### src/hw/rtl/rvalu_pkg.sv
`default_nettype none
// ---------------------------------------------------------------------------
// rvalu_pkg
// Shared types, codes and helpers for the RV32I register ALU execute core.
// ---------------------------------------------------------------------------
package rvalu_pkg;

   localparam int XLEN          = 32;
   localparam int IDX_W         = 5;
   localparam int REG_COUNT_DEF = 32;

   typedef enum logic [1:0] {
      FUNC_EXEC = 2'd0,
      FUNC_LOAD = 2'd1,
      FUNC_READ = 2'd2
   } func_type;

   typedef enum logic [1:0] {
      ST_DONE     = 2'd0,
      ST_MULDIV   = 2'd1,
      ST_RESERVED = 2'd2
   } status_type;

   localparam logic [2:0] F3_ADD  = 3'd0;
   localparam logic [2:0] F3_SLL  = 3'd1;
   localparam logic [2:0] F3_SLT  = 3'd2;
   localparam logic [2:0] F3_SLTU = 3'd3;
   localparam logic [2:0] F3_XOR  = 3'd4;
   localparam logic [2:0] F3_SR   = 3'd5;
   localparam logic [2:0] F3_OR   = 3'd6;
   localparam logic [2:0] F3_AND  = 3'd7;

   localparam logic [6:0] F7_BASE   = 7'b0000000;
   localparam logic [6:0] F7_ALT    = 7'b0100000;
   localparam logic [6:0] F7_MULDIV = 7'b0000001;

   typedef struct packed {
      logic [1:0]      func;
      logic [XLEN-1:0] instruction_word;
      logic [IDX_W-1:0] reg_index;
      logic [XLEN-1:0] reg_value;
   } req_type;

   typedef struct packed {
      logic            wrote;
      logic [IDX_W-1:0] dest_index;
      logic [XLEN-1:0] result_value;
      logic [1:0]      status;
   } rsp_type;

   typedef struct packed {
      logic            en;
      logic [IDX_W-1:0] idx_a;
      logic [IDX_W-1:0] idx_b;
   } rd_req_type;

   typedef struct packed {
      logic            en;
      logic [IDX_W-1:0] idx;
      logic [XLEN-1:0] data;
   } wr_req_type;

   // x0 and numbers past the implemented count are not real registers
   function automatic logic reg_ok(input logic [IDX_W-1:0] idx, input int unsigned count);
      return (idx != '0) && (32'(idx) < count);
   endfunction

endpackage
`default_nettype wire

### src/hw/rtl/rvalu_req_if.sv
`default_nettype none
// ---------------------------------------------------------------------------
// rvalu_req_if
// Request channel: function select, instruction word and register access.
// ---------------------------------------------------------------------------
interface rvalu_req_if;
   import rvalu_pkg::*;

   logic             valid;
   logic             ready;
   logic [1:0]       func;
   logic [XLEN-1:0]  instruction_word;
   logic [IDX_W-1:0] reg_index;
   logic [XLEN-1:0]  reg_value;

   modport source (output valid, func, instruction_word, reg_index, reg_value, input ready);
   modport sink   (input valid, func, instruction_word, reg_index, reg_value, output ready);
endinterface
`default_nettype wire

### src/hw/rtl/rvalu_rsp_if.sv
`default_nettype none
// ---------------------------------------------------------------------------
// rvalu_rsp_if
// Response channel: write flag, destination, result and status.
// ---------------------------------------------------------------------------
interface rvalu_rsp_if;
   import rvalu_pkg::*;

   logic             valid;
   logic             ready;
   logic             wrote;
   logic [IDX_W-1:0] dest_index;
   logic [XLEN-1:0]  result_value;
   logic [1:0]       status;

   modport source (output valid, wrote, dest_index, result_value, status, input ready);
   modport sink   (input valid, wrote, dest_index, result_value, status, output ready);
endinterface
`default_nettype wire

### src/hw/rtl/rvalu_ram.sv
`default_nettype none
// ---------------------------------------------------------------------------
// rvalu_ram
// Generic RAM, one write port and two registered read ports.
// ---------------------------------------------------------------------------
module rvalu_ram #(
   parameter int WIDTH = rvalu_pkg::XLEN,
   parameter int DEPTH = rvalu_pkg::REG_COUNT_DEF
) (
   input  wire logic                     clock,
   input  wire logic                     wr_en,
   input  wire logic [$clog2(DEPTH)-1:0] wr_addr,
   input  wire logic [WIDTH-1:0]         wr_data,
   input  wire logic                     rd_en,
   input  wire logic [$clog2(DEPTH)-1:0] rd_addr_a,
   input  wire logic [$clog2(DEPTH)-1:0] rd_addr_b,
   output logic [WIDTH-1:0]              rd_data_a,
   output logic [WIDTH-1:0]              rd_data_b
);
   logic [WIDTH-1:0] mem_ff [DEPTH];

   always_ff @(posedge clock) begin
      if (wr_en) begin
         mem_ff[wr_addr] <= wr_data;
      end
      if (rd_en) begin
         rd_data_a <= mem_ff[rd_addr_a];
         rd_data_b <= mem_ff[rd_addr_b];
      end
   end
endmodule
`default_nettype wire

### src/hw/rtl/rvalu_regfile.sv
`default_nettype none
// ---------------------------------------------------------------------------
// rvalu_regfile
// Register file: RAM storage, per-entry valid bits cleared at reset, and
// forwarding of a write that lands on the same edge as a read.
// ---------------------------------------------------------------------------
module rvalu_regfile #(
   parameter int REG_COUNT = rvalu_pkg::REG_COUNT_DEF
) (
   input  wire logic                       clock,
   input  wire logic                       reset,
   input  wire rvalu_pkg::rd_req_type      rd_req,
   input  wire rvalu_pkg::wr_req_type      wr_req,
   output logic [rvalu_pkg::XLEN-1:0]      opnd_a,
   output logic [rvalu_pkg::XLEN-1:0]      opnd_b
);
   import rvalu_pkg::*;

   localparam int ADDR_W = $clog2(REG_COUNT);

   logic                 we;
   logic [ADDR_W-1:0]    waddr;
   logic [ADDR_W-1:0]    raddr_a;
   logic [ADDR_W-1:0]    raddr_b;
   logic [XLEN-1:0]      q_a;
   logic [XLEN-1:0]      q_b;
   logic [REG_COUNT-1:0] valid_ff, valid_in;
   logic                 hit_a_ff, hit_a_in;
   logic                 hit_b_ff, hit_b_in;
   logic                 live_a_ff, live_a_in;
   logic                 live_b_ff, live_b_in;
   logic [XLEN-1:0]      fwd_data_ff, fwd_data_in;

   assign we      = wr_req.en && reg_ok(wr_req.idx, REG_COUNT);
   assign waddr   = wr_req.idx[ADDR_W-1:0];
   assign raddr_a = rd_req.idx_a[ADDR_W-1:0];
   assign raddr_b = rd_req.idx_b[ADDR_W-1:0];

   rvalu_ram #(.WIDTH(XLEN), .DEPTH(REG_COUNT)) u_ram (
      .clock     (clock),
      .wr_en     (we),
      .wr_addr   (waddr),
      .wr_data   (wr_req.data),
      .rd_en     (rd_req.en),
      .rd_addr_a (raddr_a),
      .rd_addr_b (raddr_b),
      .rd_data_a (q_a),
      .rd_data_b (q_b)
   );

   always_comb begin
      valid_in    = valid_ff;
      hit_a_in    = hit_a_ff;
      hit_b_in    = hit_b_ff;
      live_a_in   = live_a_ff;
      live_b_in   = live_b_ff;
      fwd_data_in = fwd_data_ff;
      if (we) begin
         valid_in[waddr] = 1'b1;
      end
      if (rd_req.en) begin
         // RAM returns old data on a same-edge write; take the write instead
         hit_a_in    = we && (wr_req.idx == rd_req.idx_a);
         hit_b_in    = we && (wr_req.idx == rd_req.idx_b);
         live_a_in   = reg_ok(rd_req.idx_a, REG_COUNT) && valid_ff[raddr_a];
         live_b_in   = reg_ok(rd_req.idx_b, REG_COUNT) && valid_ff[raddr_b];
         fwd_data_in = wr_req.data;
      end
   end

   always_ff @(posedge clock) begin
      if (reset) begin
         valid_ff  <= '0;
         hit_a_ff  <= 1'b0;
         hit_b_ff  <= 1'b0;
         live_a_ff <= 1'b0;
         live_b_ff <= 1'b0;
      end else begin
         valid_ff  <= valid_in;
         hit_a_ff  <= hit_a_in;
         hit_b_ff  <= hit_b_in;
         live_a_ff <= live_a_in;
         live_b_ff <= live_b_in;
      end
   end

   always_ff @(posedge clock) begin
      fwd_data_ff <= fwd_data_in;
   end

   assign opnd_a = hit_a_ff ? fwd_data_ff : (live_a_ff ? q_a : '0);
   assign opnd_b = hit_b_ff ? fwd_data_ff : (live_b_ff ? q_b : '0);
endmodule
`default_nettype wire

### src/hw/rtl/rvalu_alu.sv
`default_nettype none
// ---------------------------------------------------------------------------
// rvalu_alu
// Decode and execute of one request: R-type ALU ops, register load and read.
// ---------------------------------------------------------------------------
module rvalu_alu #(
   parameter int REG_COUNT = rvalu_pkg::REG_COUNT_DEF
) (
   input  wire rvalu_pkg::req_type         req,
   input  wire logic [rvalu_pkg::XLEN-1:0] opnd_a,
   input  wire logic [rvalu_pkg::XLEN-1:0] opnd_b,
   output rvalu_pkg::rsp_type              rsp,
   output rvalu_pkg::wr_req_type           wr_req
);
   import rvalu_pkg::*;

   logic [IDX_W-1:0] rd;
   logic [2:0]       f3;
   logic [6:0]       f7;
   logic [4:0]       sh;
   logic             alt;
   logic [XLEN-1:0]  alu_val;

   assign rd  = req.instruction_word[11:7];
   assign f3  = req.instruction_word[14:12];
   assign f7  = req.instruction_word[31:25];
   assign sh  = opnd_b[4:0];
   assign alt = (f7 == F7_ALT);

   always_comb begin
      case (f3)
         F3_ADD:  alu_val = alt ? (opnd_a - opnd_b) : (opnd_a + opnd_b);
         F3_SLL:  alu_val = opnd_a << sh;
         F3_SLT:  alu_val = XLEN'($signed(opnd_a) < $signed(opnd_b));
         F3_SLTU: alu_val = XLEN'(opnd_a < opnd_b);
         F3_XOR:  alu_val = opnd_a ^ opnd_b;
         F3_SR:   alu_val = alt ? XLEN'($signed(opnd_a) >>> sh) : (opnd_a >> sh);
         F3_OR:   alu_val = opnd_a | opnd_b;
         F3_AND:  alu_val = opnd_a & opnd_b;
         default: alu_val = '0;
      endcase
   end

   always_comb begin
      rsp    = '0;
      wr_req = '0;
      case (func_type'(req.func))
         FUNC_EXEC: begin
            rsp.dest_index = rd;
            if (f7 == F7_MULDIV) begin
               rsp.status = ST_MULDIV;
            end else if ((f3 == F3_ADD || f3 == F3_SR) && f7 != F7_BASE && f7 != F7_ALT) begin
               rsp.status = ST_RESERVED;
            end else begin
               rsp.result_value = alu_val;
               wr_req.en        = 1'b1;
               wr_req.idx       = rd;
               wr_req.data      = alu_val;
            end
         end
         FUNC_LOAD: begin
            rsp.dest_index   = req.reg_index;
            rsp.result_value = req.reg_value;
            wr_req.en        = 1'b1;
            wr_req.idx       = req.reg_index;
            wr_req.data      = req.reg_value;
         end
         FUNC_READ: begin
            rsp.dest_index   = req.reg_index;
            rsp.result_value = opnd_a;
         end
         default: begin
            rsp    = '0;
            wr_req = '0;
         end
      endcase
      rsp.wrote = wr_req.en && reg_ok(wr_req.idx, REG_COUNT);
   end
endmodule
`default_nettype wire

### src/hw/rtl/rv32i_register_alu_execute_core.sv
`default_nettype none
// ---------------------------------------------------------------------------
// rv32i_register_alu_execute_core
// RV32I register-register ALU execute stage with its register file.
// ---------------------------------------------------------------------------
// Pipeline: execute register, then response register; one request per cycle
//   while responses are taken. The register file reads at accept and writes
//   as the request leaves execute, with same-edge write-to-read forwarding.
// Reset: pipeline emptied, all register valid bits cleared so every
//   register reads zero until written.
module rv32i_register_alu_execute_core #(
   parameter int REG_COUNT = rvalu_pkg::REG_COUNT_DEF
) (
   input  wire logic     clock,
   input  wire logic     reset,
   rvalu_req_if.sink     req_if,
   rvalu_rsp_if.source   rsp_if
);
   import rvalu_pkg::*;

   logic       req_accept;
   logic       s1_adv;
   logic       s1_valid_ff, s1_valid_in;
   req_type    s1_data_ff, s1_data_in;
   logic       rsp_valid_ff, rsp_valid_in;
   rsp_type    rsp_data_ff, rsp_data_in;
   rd_req_type rd_req;
   wr_req_type wr_alu;
   wr_req_type wr_req;
   logic [XLEN-1:0] opnd_a;
   logic [XLEN-1:0] opnd_b;

   assign s1_adv       = s1_valid_ff && (!rsp_valid_ff || rsp_if.ready);
   assign req_if.ready = !s1_valid_ff || s1_adv;
   assign req_accept   = req_if.valid && req_if.ready;

   always_comb begin
      rd_req.en    = req_accept;
      rd_req.idx_a = (func_type'(req_if.func) == FUNC_READ) ? req_if.reg_index
                                                            : req_if.instruction_word[19:15];
      rd_req.idx_b = req_if.instruction_word[24:20];
   end

   rvalu_regfile #(.REG_COUNT(REG_COUNT)) u_regfile (
      .clock  (clock),
      .reset  (reset),
      .rd_req (rd_req),
      .wr_req (wr_req),
      .opnd_a (opnd_a),
      .opnd_b (opnd_b)
   );

   rvalu_alu #(.REG_COUNT(REG_COUNT)) u_alu (
      .req    (s1_data_ff),
      .opnd_a (opnd_a),
      .opnd_b (opnd_b),
      .rsp    (rsp_data_in),
      .wr_req (wr_alu)
   );

   // commit the write only when the request moves on
   always_comb begin
      wr_req    = wr_alu;
      wr_req.en = wr_alu.en && s1_adv;
   end

   always_comb begin
      s1_data_in.func             = req_if.func;
      s1_data_in.instruction_word = req_if.instruction_word;
      s1_data_in.reg_index        = req_if.reg_index;
      s1_data_in.reg_value        = req_if.reg_value;
      if (req_accept) begin
         s1_valid_in = 1'b1;
      end else if (s1_adv) begin
         s1_valid_in = 1'b0;
      end else begin
         s1_valid_in = s1_valid_ff;
      end
      if (s1_adv) begin
         rsp_valid_in = 1'b1;
      end else if (rsp_if.ready) begin
         rsp_valid_in = 1'b0;
      end else begin
         rsp_valid_in = rsp_valid_ff;
      end
   end

   always_ff @(posedge clock) begin
      if (reset) begin
         s1_valid_ff  <= 1'b0;
         rsp_valid_ff <= 1'b0;
      end else begin
         s1_valid_ff  <= s1_valid_in;
         rsp_valid_ff <= rsp_valid_in;
      end
   end

   always_ff @(posedge clock) begin
      if (req_accept) begin
         s1_data_ff <= s1_data_in;
      end
      if (s1_adv) begin
         rsp_data_ff <= rsp_data_in;
      end
   end

   assign rsp_if.valid        = rsp_valid_ff;
   assign rsp_if.wrote        = rsp_data_ff.wrote;
   assign rsp_if.dest_index   = rsp_data_ff.dest_index;
   assign rsp_if.result_value = rsp_data_ff.result_value;
   assign rsp_if.status       = rsp_data_ff.status;

`ifndef SYNTHESIS
   a_accept_fills_s1: assert property (@(posedge clock) disable iff (reset)
      req_accept |=> s1_valid_ff)
      else $error("accepted request did not reach execute stage");

   a_s1_holds: assert property (@(posedge clock) disable iff (reset)
      (s1_valid_ff && !s1_adv) |=> (s1_valid_ff && $stable(s1_data_ff)))
      else $error("stalled execute stage lost its request");

   a_write_needs_done: assert property (@(posedge clock) disable iff (reset)
      (rsp_valid_ff && rsp_data_ff.wrote) |-> (rsp_data_ff.status == ST_DONE))
      else $error("register written on a rejected instruction");

   a_reject_zero: assert property (@(posedge clock) disable iff (reset)
      (rsp_valid_ff && rsp_data_ff.status != ST_DONE) |->
         (rsp_data_ff.result_value == '0 && !rsp_data_ff.wrote))
      else $error("rejected instruction carries a result");

   a_write_on_advance: assert property (@(posedge clock) disable iff (reset)
      wr_req.en |-> (s1_valid_ff && s1_adv))
      else $error("register write without an advancing request");
`endif
endmodule
`default_nettype wire
### src/flat_wrapper.sv
// flat-port wrapper written by rule: the top's interface ports become plain ports
module rv32i_register_alu_execute_core_flat import rvalu_pkg::*;
#(
   parameter int REG_COUNT = rvalu_pkg::REG_COUNT_DEF
)
  (clock, reset, req_if_valid, req_if_func, req_if_instruction_word, req_if_reg_index, req_if_reg_value, req_if_ready, rsp_if_valid, rsp_if_wrote, rsp_if_dest_index, rsp_if_result_value, rsp_if_status, rsp_if_ready);
  rvalu_req_if req_if_i ();
  rvalu_rsp_if rsp_if_i ();
  input  wire logic clock;
  input  wire logic reset;
  input wire logic [$bits(req_if_i.valid)-1:0] req_if_valid;
  input wire logic [$bits(req_if_i.func)-1:0] req_if_func;
  input wire logic [$bits(req_if_i.instruction_word)-1:0] req_if_instruction_word;
  input wire logic [$bits(req_if_i.reg_index)-1:0] req_if_reg_index;
  input wire logic [$bits(req_if_i.reg_value)-1:0] req_if_reg_value;
  output wire logic [$bits(req_if_i.ready)-1:0] req_if_ready;
  output wire logic [$bits(rsp_if_i.valid)-1:0] rsp_if_valid;
  output wire logic [$bits(rsp_if_i.wrote)-1:0] rsp_if_wrote;
  output wire logic [$bits(rsp_if_i.dest_index)-1:0] rsp_if_dest_index;
  output wire logic [$bits(rsp_if_i.result_value)-1:0] rsp_if_result_value;
  output wire logic [$bits(rsp_if_i.status)-1:0] rsp_if_status;
  input wire logic [$bits(rsp_if_i.ready)-1:0] rsp_if_ready;
  assign req_if_i.valid = req_if_valid;
  assign req_if_i.func = req_if_func;
  assign req_if_i.instruction_word = req_if_instruction_word;
  assign req_if_i.reg_index = req_if_reg_index;
  assign req_if_i.reg_value = req_if_reg_value;
  assign req_if_ready = req_if_i.ready;
  assign rsp_if_valid = rsp_if_i.valid;
  assign rsp_if_wrote = rsp_if_i.wrote;
  assign rsp_if_dest_index = rsp_if_i.dest_index;
  assign rsp_if_result_value = rsp_if_i.result_value;
  assign rsp_if_status = rsp_if_i.status;
  assign rsp_if_i.ready = rsp_if_ready;
  rv32i_register_alu_execute_core #(.REG_COUNT(REG_COUNT)) u_core (.clock(clock), .reset(reset), .req_if(req_if_i), .rsp_if(rsp_if_i));
endmodule
### config.mk
export PLATFORM = sky130hd
export DESIGN_NAME = rv32i_register_alu_execute_core_flat
export DESIGN_NICKNAME = d
export VERILOG_FILES = /design/src/hw/rtl/rvalu_pkg.sv /design/src/hw/rtl/rvalu_req_if.sv /design/src/hw/rtl/rvalu_rsp_if.sv /design/src/hw/rtl/rvalu_ram.sv /design/src/hw/rtl/rvalu_regfile.sv /design/src/hw/rtl/rvalu_alu.sv /design/src/hw/rtl/rv32i_register_alu_execute_core.sv /design/src/flat_wrapper.sv
export SDC_FILE = /design/constraint.sdc
export NUM_CORES = 2
export LEC_CHECK = 0
export BUFFER_PORTS_ARGS = -buffer_cell sky130_fd_sc_hd__buf_4
export CAP_MARGIN = 20
export CORE_MARGIN = 5
export CORE_UTILIZATION = 35
export CTS_CLUSTER_DIAMETER = 40
export DETAILED_ROUTE_END_ITERATION = 10
export MAX_ROUTING_LAYER = met4
export RECOVER_POWER = 50
export SYNTH_ARGS = -nofsm -noshare
export SYNTH_HDL_FRONTEND = slang
export SYNTH_HIERARCHICAL = 1
export SYNTH_SLANG_ARGS = --single-unit
### constraint.sdc
create_clock -name clock -period 13.9 [get_ports clock]
set_input_delay 0.695 -clock clock [delete_from_list [all_inputs] [get_ports clock]]
set_output_delay 0.695 -clock clock [all_outputs]
set_load 0.005 [all_outputs]
=== After elaboration in Yosys (flattened, before gate mapping) ===
Memories as Yosys holds them, arrays and structs flattened. A register that Yosys moved wholly into a read port is not among the register bits.
Index checks and enable logic that the tools add are counted.

* Word-level logic and storage cells: 103
* Flip-flop bits (word level): 181
* Memories: 1
* Input port bits: 75
* RAM bits: 1024
* Output and inout port bits: 42

{| class="wikitable"
|+ Memories
! memory !! words !! bits a word !! rd ports !! clocked after Yosys merged registers in !! write ports !! line !! RTL
|-
| u_core.u_regfile.u_ram.mem_ff || 32 || 32 || 2 || 2 || 1 || rvalu_ram.sv:20 || <nowiki>logic [WIDTH-1:0] mem_ff [DEPTH];</nowiki>
|}

* Shift operators: 3
* $lt $le $gt $ge: 6
* Reduce and logical (&&, ||, !) cells: 26
* Add/sub/neg operators: 2
* Bitwise logic cells: 5
* Muxes and demuxes: 28
* Equality and inequality tests: 15

{| class="wikitable"
|+ Operators with widths
! operator !! number
|-
| two-way mux 32 bit || 8
|-
| case mux 32 bit (8 select lines) || 1
|-
| case mux 37 bit (3 select lines) || 1
|-
| two-way mux 38 bit || 2
|-
| case mux 38 bit (2 select lines) || 1
|-
| < comparator 32 bit || 2
|-
| OR 32 bit || 2
|-
| adder 32 bit || 1
|-
| bitwise AND 32 bit || 1
|-
| << shifter 32 x 5 -> 32 bit || 1
|-
| >> shifter 32 x 5 -> 32 bit || 1
|-
| >>> shifter 32 x 5 -> 32 bit || 1
|-
| subtractor 32 bit || 1
|-
| XOR 32 bit || 1
|-
| < comparator 5 x 6 -> 1 bit (second input constant) || 3
|-
| nonzero test 5 bit || 3
|-
| == test 3 bit (second input constant) || 4
|-
| logical AND 1 bit || 12
|-
| binary-select mux 1 bit (select 5 bit) || 2
|-
| == test 5 bit || 2
|-
| two-way mux 1 bit || 10
|-
| == test 7 x 1 -> 1 bit (second input constant) || 1
|-
| == test 7 x 6 -> 1 bit (second input constant) || 1
|-
| != test 7 x 6 -> 1 bit (second input constant) || 1
|-
| other kinds (16) || 22
|}

=== Depth between registers and ports, before layout ===
* Word-level depth: 13
* Mapped depth: 20
* Mapped depth without buffers: 15

=== Hierarchy ===
The synthesis kept the hierarchy.

{| class="wikitable"
|+ Modules (own cells, without submodules)
! module !! sequential area each (µm²) !! times used !! area each (µm²) !! cells each
|-
| rvalu_ram || 32671.3 || 1 || 50711.1 || 3450
|-
| rvalu_alu || 0.0 || 1 || 10302.4 || 1559
|-
| rv32i_register_alu_execute_core || 3373.2 || 1 || 3493.4 || 128
|-
| rvalu_regfile || 1661.6 || 1 || 3492.1 || 316
|}

=== Least setup slack after synthesis ===
OpenSTA, ideal clock, no wires.

* Path type: input -> register
* From: in rsp_if_ready
* To: reg u_core.u_regfile.live_a_ff
* Buffers on the path: 0
* Data arrival time: 6.213 ns
* Library setup time: 0.119 ns
* Path slack: 7.568 ns
* Data required time: 13.781 ns
* Stages on the path: 5
* Path through: nand3b_1 > and2_1 > inv_1 > a311o_1 > o211a_1

{| class="wikitable"
|+ RTL lines
! element !! line !! RTL
|-
| start: declaration || flat_wrapper.sv:22 || <nowiki>input wire logic [$bits(rsp_if_i.ready)-1:0] rsp_if_ready;</nowiki>
|-
| end signal: assignment || rvalu_regfile.sv:82 || <nowiki>live_a_ff <= live_a_in;</nowiki>
|-
| end: declaration || rvalu_regfile.sv:30 || <nowiki>logic live_a_ff, live_a_in;</nowiki>
|}

==> metrics.txt <==
outcome finished, violations left; failing checks max-capacitance violations, max-slew violations; Max Slew Vio Count roughly 1800; starting density of the core approximately a third; share of layout cells above drive strength 1 between 10 and 15%; Post-Syn Area slightly below 70000 um2; crit path DAT 10.46 ns; Die Y between 400 and 500 um; Syn Nets around 5600; clock sink count roughly 1300; Crit path top cell by count clkbuf_1; P per Cell Area 134 nW/um2; clk buf depth 3; port bufs 109; Setup violations, final 0; largest net degree at the start of global routing 130; Finished Layout Cells 8181; R2R Path End u_core/u_regfile/u_ram/mem_ff[21][5]; worst path bufs/invs 3; final clock skew approximately 0.095 ns; RSZ-0062 raised after global routing false; WHS Path Cells 1; WL/cell roughly 30 um; crit start category primary input; crit-path cells clkbuf_1, nor2b_1, mux2_1, clkbuf_1, clkbuf_1, mux2i_1, a22o_1, nor3_1, a31oi_1, nand3_1; startpoint of the worst-slack reg-to-reg timing path u_core/u_regfile/hit_b_ff; 1st-iter DRT viols 4605; hold endpoint u_core/s1_data_ff[46]; crit-path leading delay family buffers and inverters; DRC Markers 0; flop-to-flop setup slack approximately 4.2 ns; HPWL Detailed approximately 150 mm; clock slew at reported path FFs 0.06 ns; nets@finish about 5700; Reg area about 37000 um2; f_max around 0.10 GHz; Filler cells 18100; HP Class primary input to flop; initial antenna violation count 19; total CTS buffers about 190; CTS root buffer clkbuf_16; Mean Syn Cell Area 12.4 um2; Reg2Reg Depth 15; total global-route track usage 23.9%; worst slack, placed 7.10 ns; critical path class primary input to flop; total negative slack 0 ns; min-delay src req_if_instruction_word[9]; Post-Route WL between 200 and 250 mm; number of iterations in the first detailed-routing pass 6; Routed Antenna Nets 0; Req. time, crit path approximately 14 ns; Cells after DPL 7800; clk_lat worst skew just under 0.9 ns; die area 202000 um2; grt ovf 0; critical path fanouts, max between 60 and 70; GP Congestion between 0.9 and 1; slowest CP cell mux2_1; # rows about 160; crit path time final approximately 10 ns; Synthesis Warnings 6; Gate Count Post-Synth around 5400; CP endpoint kind flop; Rel. slew slack -203%; slowest stage delay, CP between 3 and 4 ns; Fin Hold WS between 0.08 and 0.09 ns; final cycle utilization of the critical path 71.9%; Max rail drop VDD roughly 0.11 mV; final hold violation count 0; post-route setup slack slightly below 4 ns; Worst Tran Pin Value about 4.5 ns; routed via count 49600; core area between 150000 and 200000 um2; leakage approximately 28 nW; H-Tree Depth 4; Max Cap Viol 59; first-pass GRT wire length about 340 mm; footprint of the multi-input gates 27700 um2; Vias/cell about 6; TritonCTS clock tree built; Area Growth Syn to Fin 14.2%; chip width approximately 450 um; final core occ about two fifths; io pins about 120; vias in the first global route between 40000 and 50000
layout by cell type (no fill, tap or decap), drive strengths merged, types with 19 or more instances in the layout:
cell type,n
o31ai,27
nor3,105
mux4,54
a22oi,200
ha,97
dfxtp,37
a211oi,38
mux2i,1092
clkinvlp,21
nand3,235
o21ai,115
nor2,235
inv,132
clkinv,84
bufinv,22
a22o,198
nand2,363
o211ai,36
a31oi,86
buf,131
edfxtp,1214
mux2,35
clkbuf,346
a21oi,403
nand2b,19
repair_timing:
item                      in CTS  in global routing
hold endpoints to repair      13                  0
buffers inserted               0                  0
gates resized for setup        0                  0
hold buffers                  13                  0
registers in the layout (all words and copies together) (netlist names), 2 cells and up:
name,count
u_core/rsp_if.dest_index,5
u_core/u_regfile/u_ram/rd_data_b,32
u_core/u_regfile/u_ram/rd_data_a,32
u_core/s1_data_ff,54
u_core/rsp_if.status,2
u_core/u_regfile/valid_ff,31
u_core/rsp_if.result_value,32
u_core/u_regfile/u_ram/mem_ff,1024
u_core/u_regfile/fwd_data_ff,32
worst max-delay path by stage:
stage,from,endpoint,slack [ns],cells after the start
after floorplan,rsp_if_ready,u_core/u_regfile/live_a_ff,8.02,5
after global placement,u_core/u_regfile/hit_b_ff,u_core/rsp_if.result_value[0],7.06,17
after detailed placement,u_core/u_regfile/hit_b_ff,u_core/rsp_if.result_value[0],7.10,17
after CTS,u_core/u_regfile/hit_b_ff,u_core/rsp_if.result_value[0],7.05,17
after global routing,u_core/u_regfile/hit_b_ff,u_core/u_regfile/u_ram/mem_ff[4][8],3.68,14
final,req_if_func[1],u_core/u_regfile/u_ram/rd_data_a[11],3.91,10
power by group:
| group | total, mW | internal (mW) | switching (mW) |
|---|---|---|---|
| logic | 1.28 | 0.413 | 0.870 |
| clock network | 4.82 | 2.95 | 1.87 |
| registers | 4.24 | 4.22 | 0.0231 |
area by class of cell:
class                           instances  area share [%]
Multi-Input combinational cell       3648            36.0
Antenna cell                            7          0.0227
Inverter                              110           0.536
Clock buffer                          202            6.23
Clock inverter                        149            2.26
Timing Repair Buffer                  288            2.60
Tap cell                             2526            4.10
Sequential cell                      1251            48.3
metal layers:
| layer | GRT usage (%) | up-vias | part of all wire, % |
|---|---|---|---|
| li1 | - | 21300 | - |
| met1 | 30.0 | 25200 | 40 |
| met2 | 38.1 | 2530 | 47 |
| met3 | 4.51 | 579 | 8.6 |
| met4 | 9.57 | 0 | 4.6 |
| met5 | - | - | 0 |
metrics by stage:
stage          power (mW)  cell area (um2)
3_5_place_dp         5.55            70900
5_1_grt              10.7            77100
2_1_floorplan        5.10            67500
3_3_place_gp         5.55            70800
6_report             10.3            77100
4_1_cts              10.4            77600
Note: power is estimated with default switching activity, not from simulation.
